[src/frps_pkg.sv]
// Shared types and constants of the frame rate period statistics core.
package frps_pkg;

  // Fixed field widths
  localparam int unsigned PERIOD_W     = 32;
  localparam int unsigned COUNT_W      = 17;
  localparam int unsigned AVG_FRAMES_W = 16;
  localparam int unsigned SPAN_MAX_W   = 64;
  localparam int unsigned US_W         = 20;
  localparam int unsigned CFG_INDEX_W  = 2;
  localparam int unsigned CFG_DATA_W   = 16;

  // Constants of the statistics
  localparam logic [US_W-1:0]         US_PER_S          = 20'd1000000;
  localparam logic [PERIOD_W-1:0]     ALL32             = 32'hFFFF_FFFF;
  localparam logic [PERIOD_W-1:0]     MIN_RESET         = 32'h4000_0000;
  localparam logic [COUNT_W-1:0]      COUNT_MAX         = 17'h1FFFF;
  localparam logic [AVG_FRAMES_W-1:0] AVG_FRAMES_RESET  = 16'd100;

  // Configuration register indexes
  localparam logic [CFG_INDEX_W-1:0] CFG_AVG_FRAMES  = 2'd0;
  localparam logic [CFG_INDEX_W-1:0] CFG_DELAY_START = 2'd1;

  // Job queue between front and back
  localparam int unsigned QUEUE_DEPTH = 2;
  localparam int unsigned QUEUE_PTR_W = 1;
  localparam int unsigned QUEUE_CNT_W = 2;

  // One classified frame, handed from front to back
  typedef struct packed {
    logic [SPAN_MAX_W-1:0] span;
    logic [COUNT_W-1:0]    count;
    logic [PERIOD_W-1:0]   period;
    logic [PERIOD_W-1:0]   min_period;
    logic [PERIOD_W-1:0]   max_period;
    logic                  fresh;
    logic                  active;
  } frps_job_t;

  // Back end sequencer
  typedef enum logic [2:0] {
    BK_IDLE,
    BK_MUL,
    BK_PREP,
    BK_DIV,
    BK_DONE
  } bk_state_t;

endpackage

[src/frps_front.sv]
// Front end: accepts frame events, tracks period statistics and issues jobs.
module frps_front #(
  parameter int unsigned TIME_BITS = 40
) (
  input  logic                                 clk,
  input  logic                                 rst_n,
  input  logic                                 in_valid,
  input  logic [TIME_BITS-1:0]                 in_timestamp_us,
  output logic                                 in_stall,
  input  logic                                 cfg_valid,
  input  logic [frps_pkg::CFG_INDEX_W-1:0]     cfg_index,
  input  logic [frps_pkg::CFG_DATA_W-1:0]      cfg_data,
  input  logic                                 q_full,
  output logic                                 q_push,
  output frps_pkg::frps_job_t                  q_job
);

  localparam int unsigned WIDE_W = (TIME_BITS > 32) ? TIME_BITS : 32;

  logic [TIME_BITS-1:0]                  prev_r, prev_nxt;
  logic [TIME_BITS-1:0]                  start_r, start_nxt;
  logic [frps_pkg::COUNT_W-1:0]          count_r, count_nxt;
  logic                                  started_r, started_nxt;
  logic [frps_pkg::PERIOD_W-1:0]         min_r, min_nxt;
  logic [frps_pkg::PERIOD_W-1:0]         max_r, max_nxt;
  logic [frps_pkg::AVG_FRAMES_W-1:0]     af_r, af_nxt;

  logic [TIME_BITS-1:0]                  diff;
  logic [WIDE_W-1:0]                     diff_wide;
  logic [TIME_BITS-1:0]                  span;
  logic [frps_pkg::PERIOD_W-1:0]         period;
  logic [frps_pkg::COUNT_W-1:0]          af_wide;
  logic [frps_pkg::COUNT_W-1:0]          count_inc;
  logic                                  accept;
  logic                                  fresh;

  // Period since previous frame, saturated to 32 bits
  always_comb begin
    diff      = in_timestamp_us - prev_r;
    diff_wide = WIDE_W'(diff);
    period    = (diff_wide > WIDE_W'(frps_pkg::ALL32)) ? frps_pkg::ALL32
                                                       : diff_wide[frps_pkg::PERIOD_W-1:0];
    span      = in_timestamp_us - start_r;
    af_wide   = frps_pkg::COUNT_W'(af_r);
    count_inc = (count_r < frps_pkg::COUNT_MAX) ? count_r + 1'b1 : count_r;
  end

  // Hold the input while the queue is full or a register write is taken
  assign in_stall = q_full | cfg_valid;
  assign accept   = in_valid & ~in_stall;

  // Update statistics on a configuration write or an accepted frame
  always_comb begin
    prev_nxt    = prev_r;
    start_nxt   = start_r;
    count_nxt   = count_r;
    started_nxt = started_r;
    min_nxt     = min_r;
    max_nxt     = max_r;
    af_nxt      = af_r;
    fresh       = 1'b0;
    if (cfg_valid) begin
      unique case (cfg_index)
        frps_pkg::CFG_AVG_FRAMES: begin
          af_nxt = cfg_data;
        end
        frps_pkg::CFG_DELAY_START: begin
          started_nxt = ~cfg_data[0];
          count_nxt   = '0;
          start_nxt   = prev_r;
        end
        default: begin
        end
      endcase
    end else if (accept) begin
      prev_nxt = in_timestamp_us;
      if (!started_r) begin
        if (count_r > af_wide) begin
          started_nxt = 1'b1;
        end
        count_nxt = count_inc;
      end else begin
        if (period < min_r) begin
          min_nxt = period;
        end else if (period > max_r) begin
          max_nxt = period;
        end
        if (count_r >= af_wide) begin
          fresh     = 1'b1;
          start_nxt = in_timestamp_us;
          count_nxt = '0;
        end else begin
          count_nxt = count_inc;
        end
      end
    end
  end

  // Build the job for the back end
  always_comb begin
    q_push           = accept & ~cfg_valid;
    q_job.span       = frps_pkg::SPAN_MAX_W'(span);
    q_job.count      = count_r;
    q_job.period     = period;
    q_job.min_period = min_nxt;
    q_job.max_period = max_nxt;
    q_job.fresh      = fresh;
    q_job.active     = started_nxt;
  end

  always_ff @(posedge clk) begin
    if (!rst_n) begin
      prev_r    <= '0;
      start_r   <= '0;
      count_r   <= '0;
      started_r <= 1'b1;
      min_r     <= frps_pkg::MIN_RESET;
      max_r     <= '0;
      af_r      <= frps_pkg::AVG_FRAMES_RESET;
    end else begin
      prev_r    <= prev_nxt;
      start_r   <= start_nxt;
      count_r   <= count_nxt;
      started_r <= started_nxt;
      min_r     <= min_nxt;
      max_r     <= max_nxt;
      af_r      <= af_nxt;
    end
  end

`ifndef SYNTHESIS
  a_fresh_only_active: assert property (@(posedge clk) disable iff (!rst_n)
    (q_push && q_job.fresh) |-> q_job.active)
    else $error("fresh average issued while statistics inactive");
`endif

endmodule

[src/frps_queue.sv]
// Short job queue that decouples the front end from the divider back end.
module frps_queue (
  input  logic                clk,
  input  logic                rst_n,
  input  logic                push,
  input  frps_pkg::frps_job_t push_job,
  output logic                full,
  input  logic                pop,
  output logic                head_valid,
  output frps_pkg::frps_job_t head_job
);

  frps_pkg::frps_job_t                 mem_r [frps_pkg::QUEUE_DEPTH];
  logic [frps_pkg::QUEUE_PTR_W-1:0]    wr_ptr_r, wr_ptr_nxt;
  logic [frps_pkg::QUEUE_PTR_W-1:0]    rd_ptr_r, rd_ptr_nxt;
  logic [frps_pkg::QUEUE_CNT_W-1:0]    cnt_r, cnt_nxt;

  // Advance pointers and fill count
  always_comb begin
    full       = (cnt_r == frps_pkg::QUEUE_CNT_W'(frps_pkg::QUEUE_DEPTH));
    head_valid = (cnt_r != '0);
    head_job   = mem_r[rd_ptr_r];
    wr_ptr_nxt = push ? wr_ptr_r + 1'b1 : wr_ptr_r;
    rd_ptr_nxt = pop ? rd_ptr_r + 1'b1 : rd_ptr_r;
    cnt_nxt    = cnt_r;
    if (push && !pop) begin
      cnt_nxt = cnt_r + 1'b1;
    end else if (pop && !push) begin
      cnt_nxt = cnt_r - 1'b1;
    end
  end

  always_ff @(posedge clk) begin
    if (push) begin
      mem_r[wr_ptr_r] <= push_job;
    end
  end

  always_ff @(posedge clk) begin
    if (!rst_n) begin
      wr_ptr_r <= '0;
      rd_ptr_r <= '0;
      cnt_r    <= '0;
    end else begin
      wr_ptr_r <= wr_ptr_nxt;
      rd_ptr_r <= rd_ptr_nxt;
      cnt_r    <= cnt_nxt;
    end
  end

`ifndef SYNTHESIS
  a_no_overflow: assert property (@(posedge clk) disable iff (!rst_n)
    full |-> !(push && !pop))
    else $error("job queue overflow");
  a_no_underflow: assert property (@(posedge clk) disable iff (!rst_n)
    pop |-> head_valid)
    else $error("job queue underflow");
`endif

endmodule

[src/frps_back.sv]
// Back end: computes the average frequency with a bit-serial divider and drives results.
module frps_back #(
  parameter int unsigned TIME_BITS = 40,
  parameter int unsigned FRAC_BITS = 8
) (
  input  logic                             clk,
  input  logic                             rst_n,
  input  logic                             head_valid,
  input  frps_pkg::frps_job_t              head_job,
  output logic                             pop,
  output logic                             out_valid,
  input  logic                             out_stall,
  output logic [frps_pkg::PERIOD_W-1:0]    out_period_us,
  output logic [frps_pkg::PERIOD_W-1:0]    out_min_period_us,
  output logic [frps_pkg::PERIOD_W-1:0]    out_max_period_us,
  output logic [frps_pkg::PERIOD_W-1:0]    out_average_hz,
  output logic                             out_average_fresh,
  output logic                             out_stats_active
);

  localparam int unsigned PROD_W = frps_pkg::COUNT_W + frps_pkg::US_W;
  localparam int unsigned NUM_W  = PROD_W + FRAC_BITS;
  localparam int unsigned DVD_W  = ((NUM_W > TIME_BITS) ? NUM_W : TIME_BITS) + 1;
  localparam int unsigned Q_W    = frps_pkg::PERIOD_W;
  localparam int unsigned STEP_W = $clog2(Q_W);
  localparam logic [STEP_W-1:0] STEP_LAST = STEP_W'(Q_W - 1);

  frps_pkg::bk_state_t              st_r, st_nxt;
  frps_pkg::frps_job_t              job_r, job_nxt;
  logic [PROD_W-1:0]                prod_r, prod_nxt;
  logic [TIME_BITS-1:0]             rem_r, rem_nxt;
  logic [Q_W-1:0]                   low_r, low_nxt;
  logic [Q_W-1:0]                   quo_r, quo_nxt;
  logic [STEP_W-1:0]                step_r, step_nxt;
  logic [frps_pkg::PERIOD_W-1:0]    avg_r, avg_nxt;

  logic                             out_valid_r, out_valid_nxt;
  logic [frps_pkg::PERIOD_W-1:0]    out_period_r, out_period_nxt;
  logic [frps_pkg::PERIOD_W-1:0]    out_min_r, out_min_nxt;
  logic [frps_pkg::PERIOD_W-1:0]    out_max_r, out_max_nxt;
  logic [frps_pkg::PERIOD_W-1:0]    out_avg_r, out_avg_nxt;
  logic                             out_fresh_r, out_fresh_nxt;
  logic                             out_active_r, out_active_nxt;

  logic [TIME_BITS-1:0]             span;
  logic [DVD_W-1:0]                 dvd;
  logic [DVD_W-1:0]                 dvd_hi;
  logic                             sat;
  logic [TIME_BITS:0]               trial;
  logic [TIME_BITS:0]               trial_sub;
  logic                             qbit;
  logic                             slot_free;
  logic                             load;
  frps_pkg::frps_job_t              load_job;
  logic [frps_pkg::PERIOD_W-1:0]    load_avg;

  // Dividend with rounding term, overflow check and one restoring step
  always_comb begin
    span      = job_r.span[TIME_BITS-1:0];
    dvd       = (DVD_W'(prod_r) << FRAC_BITS) + DVD_W'(span >> 1);
    dvd_hi    = dvd >> Q_W;
    sat       = (dvd_hi >= DVD_W'(span));
    trial     = {rem_r, low_r[Q_W-1]};
    trial_sub = trial - {1'b0, span};
    qbit      = (trial >= {1'b0, span});
  end

  assign slot_free = ~out_valid_r | ~out_stall;

  // Sequencer: pass plain frames straight through, divide for fresh averages
  always_comb begin
    st_nxt   = st_r;
    job_nxt  = job_r;
    prod_nxt = prod_r;
    rem_nxt  = rem_r;
    low_nxt  = low_r;
    quo_nxt  = quo_r;
    step_nxt = step_r;
    avg_nxt  = avg_r;
    pop      = 1'b0;
    load     = 1'b0;
    load_job = head_job;
    load_avg = avg_r;
    unique case (st_r)
      frps_pkg::BK_IDLE: begin
        if (head_valid && slot_free) begin
          pop = 1'b1;
          if (head_job.fresh) begin
            job_nxt = head_job;
            st_nxt  = frps_pkg::BK_MUL;
          end else begin
            load = 1'b1;
          end
        end
      end
      frps_pkg::BK_MUL: begin
        prod_nxt = PROD_W'(job_r.count * frps_pkg::US_PER_S);
        st_nxt   = frps_pkg::BK_PREP;
      end
      frps_pkg::BK_PREP: begin
        if (sat) begin
          avg_nxt = frps_pkg::ALL32;
          st_nxt  = frps_pkg::BK_DONE;
        end else begin
          rem_nxt  = dvd_hi[TIME_BITS-1:0];
          low_nxt  = dvd[Q_W-1:0];
          quo_nxt  = '0;
          step_nxt = '0;
          st_nxt   = frps_pkg::BK_DIV;
        end
      end
      frps_pkg::BK_DIV: begin
        rem_nxt  = qbit ? trial_sub[TIME_BITS-1:0] : trial[TIME_BITS-1:0];
        low_nxt  = low_r << 1;
        quo_nxt  = {quo_r[Q_W-2:0], qbit};
        step_nxt = step_r + 1'b1;
        if (step_r == STEP_LAST) begin
          avg_nxt = {quo_r[Q_W-2:0], qbit};
          st_nxt  = frps_pkg::BK_DONE;
        end
      end
      frps_pkg::BK_DONE: begin
        if (slot_free) begin
          load     = 1'b1;
          load_job = job_r;
          st_nxt   = frps_pkg::BK_IDLE;
        end
      end
      default: begin
        st_nxt = frps_pkg::BK_IDLE;
      end
    endcase
  end

  // Output register: load a result, drop it once taken, hold while stalled
  always_comb begin
    out_valid_nxt  = out_valid_r;
    out_period_nxt = out_period_r;
    out_min_nxt    = out_min_r;
    out_max_nxt    = out_max_r;
    out_avg_nxt    = out_avg_r;
    out_fresh_nxt  = out_fresh_r;
    out_active_nxt = out_active_r;
    if (load) begin
      out_valid_nxt  = 1'b1;
      out_period_nxt = load_job.period;
      out_min_nxt    = load_job.min_period;
      out_max_nxt    = load_job.max_period;
      out_avg_nxt    = load_avg;
      out_fresh_nxt  = load_job.fresh;
      out_active_nxt = load_job.active;
    end else if (!out_stall) begin
      out_valid_nxt = 1'b0;
    end
  end

  always_ff @(posedge clk) begin
    job_r        <= job_nxt;
    prod_r       <= prod_nxt;
    rem_r        <= rem_nxt;
    low_r        <= low_nxt;
    quo_r        <= quo_nxt;
    step_r       <= step_nxt;
    out_period_r <= out_period_nxt;
    out_min_r    <= out_min_nxt;
    out_max_r    <= out_max_nxt;
    out_avg_r    <= out_avg_nxt;
    out_fresh_r  <= out_fresh_nxt;
    out_active_r <= out_active_nxt;
  end

  always_ff @(posedge clk) begin
    if (!rst_n) begin
      st_r        <= frps_pkg::BK_IDLE;
      avg_r       <= '0;
      out_valid_r <= 1'b0;
    end else begin
      st_r        <= st_nxt;
      avg_r       <= avg_nxt;
      out_valid_r <= out_valid_nxt;
    end
  end

  assign out_valid         = out_valid_r;
  assign out_period_us     = out_period_r;
  assign out_min_period_us = out_min_r;
  assign out_max_period_us = out_max_r;
  assign out_average_hz    = out_avg_r;
  assign out_average_fresh = out_fresh_r;
  assign out_stats_active  = out_active_r;

`ifndef SYNTHESIS
  a_rem_below_divisor: assert property (@(posedge clk) disable iff (!rst_n)
    (st_r == frps_pkg::BK_DIV) |-> (rem_r < span))
    else $error("divider remainder not below divisor");
  a_div_ends_in_done: assert property (@(posedge clk) disable iff (!rst_n)
    (st_r == frps_pkg::BK_DIV && step_r == STEP_LAST) |=> (st_r == frps_pkg::BK_DONE))
    else $error("divider did not finish after last step");
  a_done_is_fresh: assert property (@(posedge clk) disable iff (!rst_n)
    (st_r == frps_pkg::BK_DONE) |-> job_r.fresh)
    else $error("divider ran for a frame without a new average");
`endif

endmodule

[src/frame_rate_period_statistics_core.sv]
// Top level of the frame rate period statistics core.
//
// Input channel: one transaction per frame event, carrying in_timestamp_us,
// a free-running microsecond time that wraps modulo 2^TIME_BITS.
// Output channel: one transaction per frame with the period since the last
// frame, the minimum and maximum period, the latest average frequency
// (unsigned fixed point, FRAC_BITS fraction bits), a flag for a new average
// and the statistics-active flag.
// Configuration: cfg_index 0 sets the averaging frame count, index 1 sets
// delayed start; other indexes are ignored. cfg_ready is always high.
// Frames without a new average go from the queue head to the output register;
// one that closes an averaging window passes multiply, setup and the 32 steps
// of the one-bit-per-cycle divider (setup skips the divider when saturated).
// A two-entry job queue sits between the statistics front end and the
// divider, so frames are accepted while a division runs until it fills.
// Reset: synchronous on rst_n low; statistics run at once, minimum 2^30,
// maximum and average 0, time base 0. No clearing pass is needed.
// A stalled output holds its transaction; in_stall rises once the queue fills
// and while a configuration write is taken.
module frame_rate_period_statistics_core #(
  parameter int unsigned TIME_BITS = 40,
  parameter int unsigned FRAC_BITS = 8
) (
  input  logic                             clk,
  input  logic                             rst_n,
  input  logic                             in_valid,
  input  logic [TIME_BITS-1:0]             in_timestamp_us,
  output logic                             in_stall,
  output logic                             out_valid,
  input  logic                             out_stall,
  output logic [frps_pkg::PERIOD_W-1:0]    out_period_us,
  output logic [frps_pkg::PERIOD_W-1:0]    out_min_period_us,
  output logic [frps_pkg::PERIOD_W-1:0]    out_max_period_us,
  output logic [frps_pkg::PERIOD_W-1:0]    out_average_hz,
  output logic                             out_average_fresh,
  output logic                             out_stats_active,
  input  logic                             cfg_valid,
  output logic                             cfg_ready,
  input  logic [frps_pkg::CFG_INDEX_W-1:0] cfg_index,
  input  logic [frps_pkg::CFG_DATA_W-1:0]  cfg_data
);

  logic                q_full;
  logic                q_push;
  frps_pkg::frps_job_t q_job;
  logic                q_pop;
  logic                q_head_valid;
  frps_pkg::frps_job_t q_head_job;

  assign cfg_ready = 1'b1;

  frps_front #(
    .TIME_BITS (TIME_BITS)
  ) u_front (
    .clk             (clk),
    .rst_n           (rst_n),
    .in_valid        (in_valid),
    .in_timestamp_us (in_timestamp_us),
    .in_stall        (in_stall),
    .cfg_valid       (cfg_valid),
    .cfg_index       (cfg_index),
    .cfg_data        (cfg_data),
    .q_full          (q_full),
    .q_push          (q_push),
    .q_job           (q_job)
  );

  frps_queue u_queue (
    .clk        (clk),
    .rst_n      (rst_n),
    .push       (q_push),
    .push_job   (q_job),
    .full       (q_full),
    .pop        (q_pop),
    .head_valid (q_head_valid),
    .head_job   (q_head_job)
  );

  frps_back #(
    .TIME_BITS (TIME_BITS),
    .FRAC_BITS (FRAC_BITS)
  ) u_back (
    .clk               (clk),
    .rst_n             (rst_n),
    .head_valid        (q_head_valid),
    .head_job          (q_head_job),
    .pop               (q_pop),
    .out_valid         (out_valid),
    .out_stall         (out_stall),
    .out_period_us     (out_period_us),
    .out_min_period_us (out_min_period_us),
    .out_max_period_us (out_max_period_us),
    .out_average_hz    (out_average_hz),
    .out_average_fresh (out_average_fresh),
    .out_stats_active  (out_stats_active)
  );

endmodule

[config.mk]
export PLATFORM = sky130hd
export DESIGN_NAME = frame_rate_period_statistics_core
export DESIGN_NICKNAME = d
export VERILOG_FILES = /design/src/frps_pkg.sv /design/src/frps_front.sv /design/src/frps_queue.sv /design/src/frps_back.sv /design/src/frame_rate_period_statistics_core.sv
export SDC_FILE = /design/constraint.sdc
export NUM_CORES = 2
export LEC_CHECK = 0
export BUFFER_PORTS_ARGS = -buffer_cell sky130_fd_sc_hd__buf_4
export CORE_ASPECT_RATIO = 0.7
export CORE_MARGIN = 2
export CORE_UTILIZATION = 50
export DETAILED_ROUTE_END_ITERATION = 8
export MAX_ROUTING_LAYER = met4
export PLACE_DENSITY = 0.77
export REMOVE_ABC_BUFFERS = 1
export SLEW_MARGIN = 20
export SYNTH_ARGS = -nofsm -noshare
export SYNTH_HDL_FRONTEND = slang
export SYNTH_HIERARCHICAL = 1
export SYNTH_SLANG_ARGS = --single-unit
export TNS_END_PERCENT = 30
[constraint.sdc]
create_clock -name clk -period 18 [get_ports clk]
set_clock_uncertainty 0.05 [all_clocks]
set_input_delay 0 -clock clk [delete_from_list [all_inputs] [get_ports clk]]
set_output_delay 0 -clock clk [all_outputs]
set_load 0.05 [all_outputs]
* After elaboration in Yosys (flattened, before gate mapping) *
Memories as Yosys holds them, arrays and structs flattened. A register that Yosys moved wholly into a read port is not among the register bits.
Index checks and enable logic that the tools add are counted.

storage, ports and cells
  RAM bits = 310
  memories = 1
  register bits = 641
  output and inout bits = 133
  input port bits = 63

cells by class
  reductions and logical operators = 21
  bitwise operators = 9
  multiply operators = 1
  magnitude comparators = 8
  add/sub/neg operators = 10
  equality and inequality tests = 15
  mux-type cells = 64

memory list
  memory         words  bits a word  read ports  clocked after Yosys merged registers in  write ports  line              text
  u_queue.mem_r  2      155          1           1                                        1            frps_queue.sv:13  frps_pkg::frps_job_t mem_r [frps_pkg::QUEUE_DEPTH];

operators by type and width
  kind                      count
  $mux W32                  13
  $mux W40                  7
  $mux W98                  2
  $pmux W32 S2              2
  $sub A40 B40 Y40          3
  $mux W17                  6
  $pmux W40 S2              1
  $pmux W31 S2              1
  $add A45 B39 Y46          1
  $ge A41 B40 Y1            1
  $ge A14 B40 Y1            1
  $gt A40 B32 Y1 const B    1
  $gt A32 B32 Y1            1
  $lt A32 B32 Y1            1
  $mul A17 B14 Y31 const B  1
  $mux W31                  1
  $mux W1                   20
  $add A17 B1 Y17 const B   1
  $ge A17 B16 Y1            1
  $gt A17 B16 Y1            1
  $lt A17 B17 Y1 const B    1
  $mux W3                   5
  $pmux W3 S5               1
  $ne A2 B1 Y1 const B      7
  26 further kinds          48

* Longest topological paths before layout *
  depth after elaboration = 9
  depth in mapped cells = 28

* Cells and area by module *
The synthesis kept the hierarchy.

modules (own cells, without submodules)
  module                             sequential area each (um^2)  instances  area an instance (um^2)  cells each
  frps_back                          13422.9                      1          24144.4                  1828
  frps_front                         3563.4                       1          14621.5                  1874
  frps_queue                         10850.4                      1          13548.0                  579
  frame_rate_period_statistics_core  0.0                          1          11.3                     2

* Least setup slack after synthesis *
Ideal clock, no wire load.

  path type = register to register
  start point = register (tool-made name)
  end point = register u_back.out_fresh_r (netlist: u_back/out_average_fresh) (enable)
  library setup time = 0.801 ns
  clock period less this slack = 10.995 ns
  data arrival time = 10.144 ns
  setup slack = 7.005 ns
  cell stages (with the launch flop) = 5
  path through = dfxtp_1 > buf_6 > buf_2 > mux2_2 > o21ai_0

RTL lines
  item                  line              text
  end signal, assigned  frps_back.sv:168  out_fresh_r <= out_fresh_nxt;
  end, declared         frps_back.sv:42   logic out_fresh_r, out_fresh_nxt;

==> impl_metrics.toml <==
[global_route]
grt_util_all_layers = 0.242
first_global_vias = 32800
grt_pass1_wl_um = 191000
antenna_found_initial = 24
grt_max_degree = 81
grt_overflow = 0

[detailed_routing]
post-route-drc-count = 0
antenna_left = 0
wl_um = 123000
post_drt_wl_per_cell_um = 20.8
vias = 34000
drt_iter0_markers = 3608
drt_first_pass_iters = 5
vias_per_cell = 5.75

[sta]
rsz0062_at_grt = "false"
timing.setup.tns_ns = 0
max-slew-margin-rel = 0.283
period_needed_ns = 8.22
hold_viol = 0
fin_hold_ws_ns = 0.117
fmax_mhz = 122
layout_setup_ws_ns = 9.78
period_share = 0.457
finalSetupViolations = 0
slew_viol_final = 0
worst_slew_pin_slew_ns = 1.07

[floorplanning]
dieArea_sq_um = 103000
std_cell_rows = 97
dieWidth_um = 384
boundaryPins = 196
initial_utilization = 0.504
die_h_um = 270
core-area_sq_um = 100000

[place]
pre_cts_slack_ns = 10.02
dp_cells = 5589
placed_area_sq_um = 53100
hpwlAfterDp_um = 86400
portBuffers = 194
place_congestion = 0.926

[pwr]
p_seq_frac = 0.305
p_comb_frac = 0.510
irDropWorstVdd_mv = 0.390
fin_total_pwr_mw = 10.6
switchingPower_mw = 4.26
power.density_nw_per_um2 = 184
cell_internal_pwr_mw = 6.30
swShare = 0.403
cellLeakagePower_nw = 22.1
p_clk_frac = 0.185

[setup_path]
critPathMaxStageDelay_ns = 0.87
path_class = "reg2reg"
crit_fanout = 32
critPathLaunchType = "register"
cp.arrival_ns = 8.61
cp.required_ns = 18.39
path_cells = "inv_1 > ha_1 > a21oi_1 > a21oi_1 > or3b_4 > a2111oi_0 > a211oi_1 > a21oi_1 > and4_2 > o21ai_1 > ha_1 > nor2b_1 > o21ai_0 > nand2b_1 > a41oi_1 > o41ai_1 > nand4_1 > or2_2 > a311oi_2 > or2_1 > buf_4 > mux2_1"
cpMostUsedCell = "a21oi_1"
endpoint_kind = "register"
crit_slowest_cell = "and4_2"

[layout]
final_util = 0.574
fin_cells = 5905
syn_to_final_growth_pct = 13.9
nets = 4950
finish.instance_area_sq_um = 57400
drive_gt1_frac = 0.171

[clocking]
tritoncts = "yes"
clk_pin_slew_ns = 0.07
cts_max_path_buffers = 3
cts_buffers = 88
clk_latency_ns = 0.70
clock-root-buffer = "clkbuf_16"
htree_levels = 3
cts_sinks = 952

[yosys]
syn_avg_cell_area_sq_um = 12.0
netlist_area_sq_um = 50400
yosysWarningCount = 6
synth_cells = 4185

[run]
max_cap_violations = 0

[status]
status = "finished, final reports clean"

[worst_hold_path]
holdCritPathClass = "in2reg"
[cell type report]
type / instances / area (sq um)
repair buffers: 359 / 3030
well taps: 1336 / 1670
clock inverters: 55 / 658
diodes: 19 / 47.5
multi-input cells: 2739 / 22000
flip-flops and latches: 952 / 26400
fillers: 7994 / 42600
clock buffers: 110 / 2360
inverters: 335 / 1260
[sequential cells by signal, summed over array words and instances (netlist names), 3 cells and up, named ones only]
signal / cells
u_front/max_r: 32
u_queue/mem_r: 310
u_back/prod_r: 31
u_back/out_period_us: 32
u_front/min_r: 32
u_back/low_r: 32
u_back/avg_r: 32
u_front/start_r: 40
u_back/out_min_period_us: 32
u_back/job_r: 154
u_back/out_max_period_us: 32
u_back/out_average_hz: 32
u_front/prev_r: 40
u_front/af_r: 16
u_back/quo_r: 31
u_back/rem_r: 40
u_back/step_r: 5
u_back/st_r: 3
u_front/count_r: 17
[metal layers]
layer,track usage,vias to the layer above,part of all wire
met5,-,-,0
met4,0.0420,0,0.015
met3,0.0650,128,0.093
met2,0.326,1194,0.41
met1,0.365,16700,0.48
li1,-,15900,-
[cells in the final DEF (no fill, tap or decap), types with 66 or more instances in the layout]
cell type	count
a211oi_1	66
a21o_1	89
a21oi_1	260
buf_4	227
clkbuf_16	89
dfxtp_1	218
dlygate4sd3_1	132
edfxtp_1	733
ha_1	348
inv_1	332
mux2_2	162
mux2_4	130
mux2i_1	81
nand2_1	339
nor2_1	199
o21ai_0	130
xnor2_1	108
[timing repair]
item,4_1_cts,5_1_grt
hold buffers,132,0
buffers inserted,0,0
setup endpoints to repair,0,0
resized for setup,0,0
hold endpoints to repair,187,0
[power by group through the flow]
stage | combinational [mW] | sequential [mW] | clock, mW
global placement | 5.16 | 3.24 | 0
global route | 5.99 | 3.24 | 2.08
detailed placement | 5.22 | 3.25 | 0
finish | 5.39 | 3.22 | 1.95
CTS | 5.34 | 3.21 | 1.99
floorplan | 3.81 | 3.49 | 0
[critical path: cells and delay by family (launching register included)]
kind	cells	cell delay [ns]
AOI/OAI and AO/OA	10	3.19
and+or+nand+nor	7	2.69
adders and majority gates	2	0.77
DFF	1	0.36
buffers and inverters	2	0.47
muxes	1	0.39
[final timing paths]
check                           cells past startpoint                             endpoint                           start  slack [ns]
worst max register to register                     22       u_queue/mem_r[1][13]$_DFFE_PP_  u_front/prev_r[5]$_SDFFE_PN0P_        9.78
worst min-delay path                                5        u_front/af_r[13]$_SDFFE_PN0P_                    cfg_index[0]        0.12
worst min register to register                      0  u_back/out_average_hz[30]$_DFFE_PP_   u_back/avg_r[30]$_SDFFE_PN0P_        0.38
worst max-delay path                               22       u_queue/mem_r[1][13]$_DFFE_PP_  u_front/prev_r[5]$_SDFFE_PN0P_        9.78
Power figures use the tool's default switching activity.
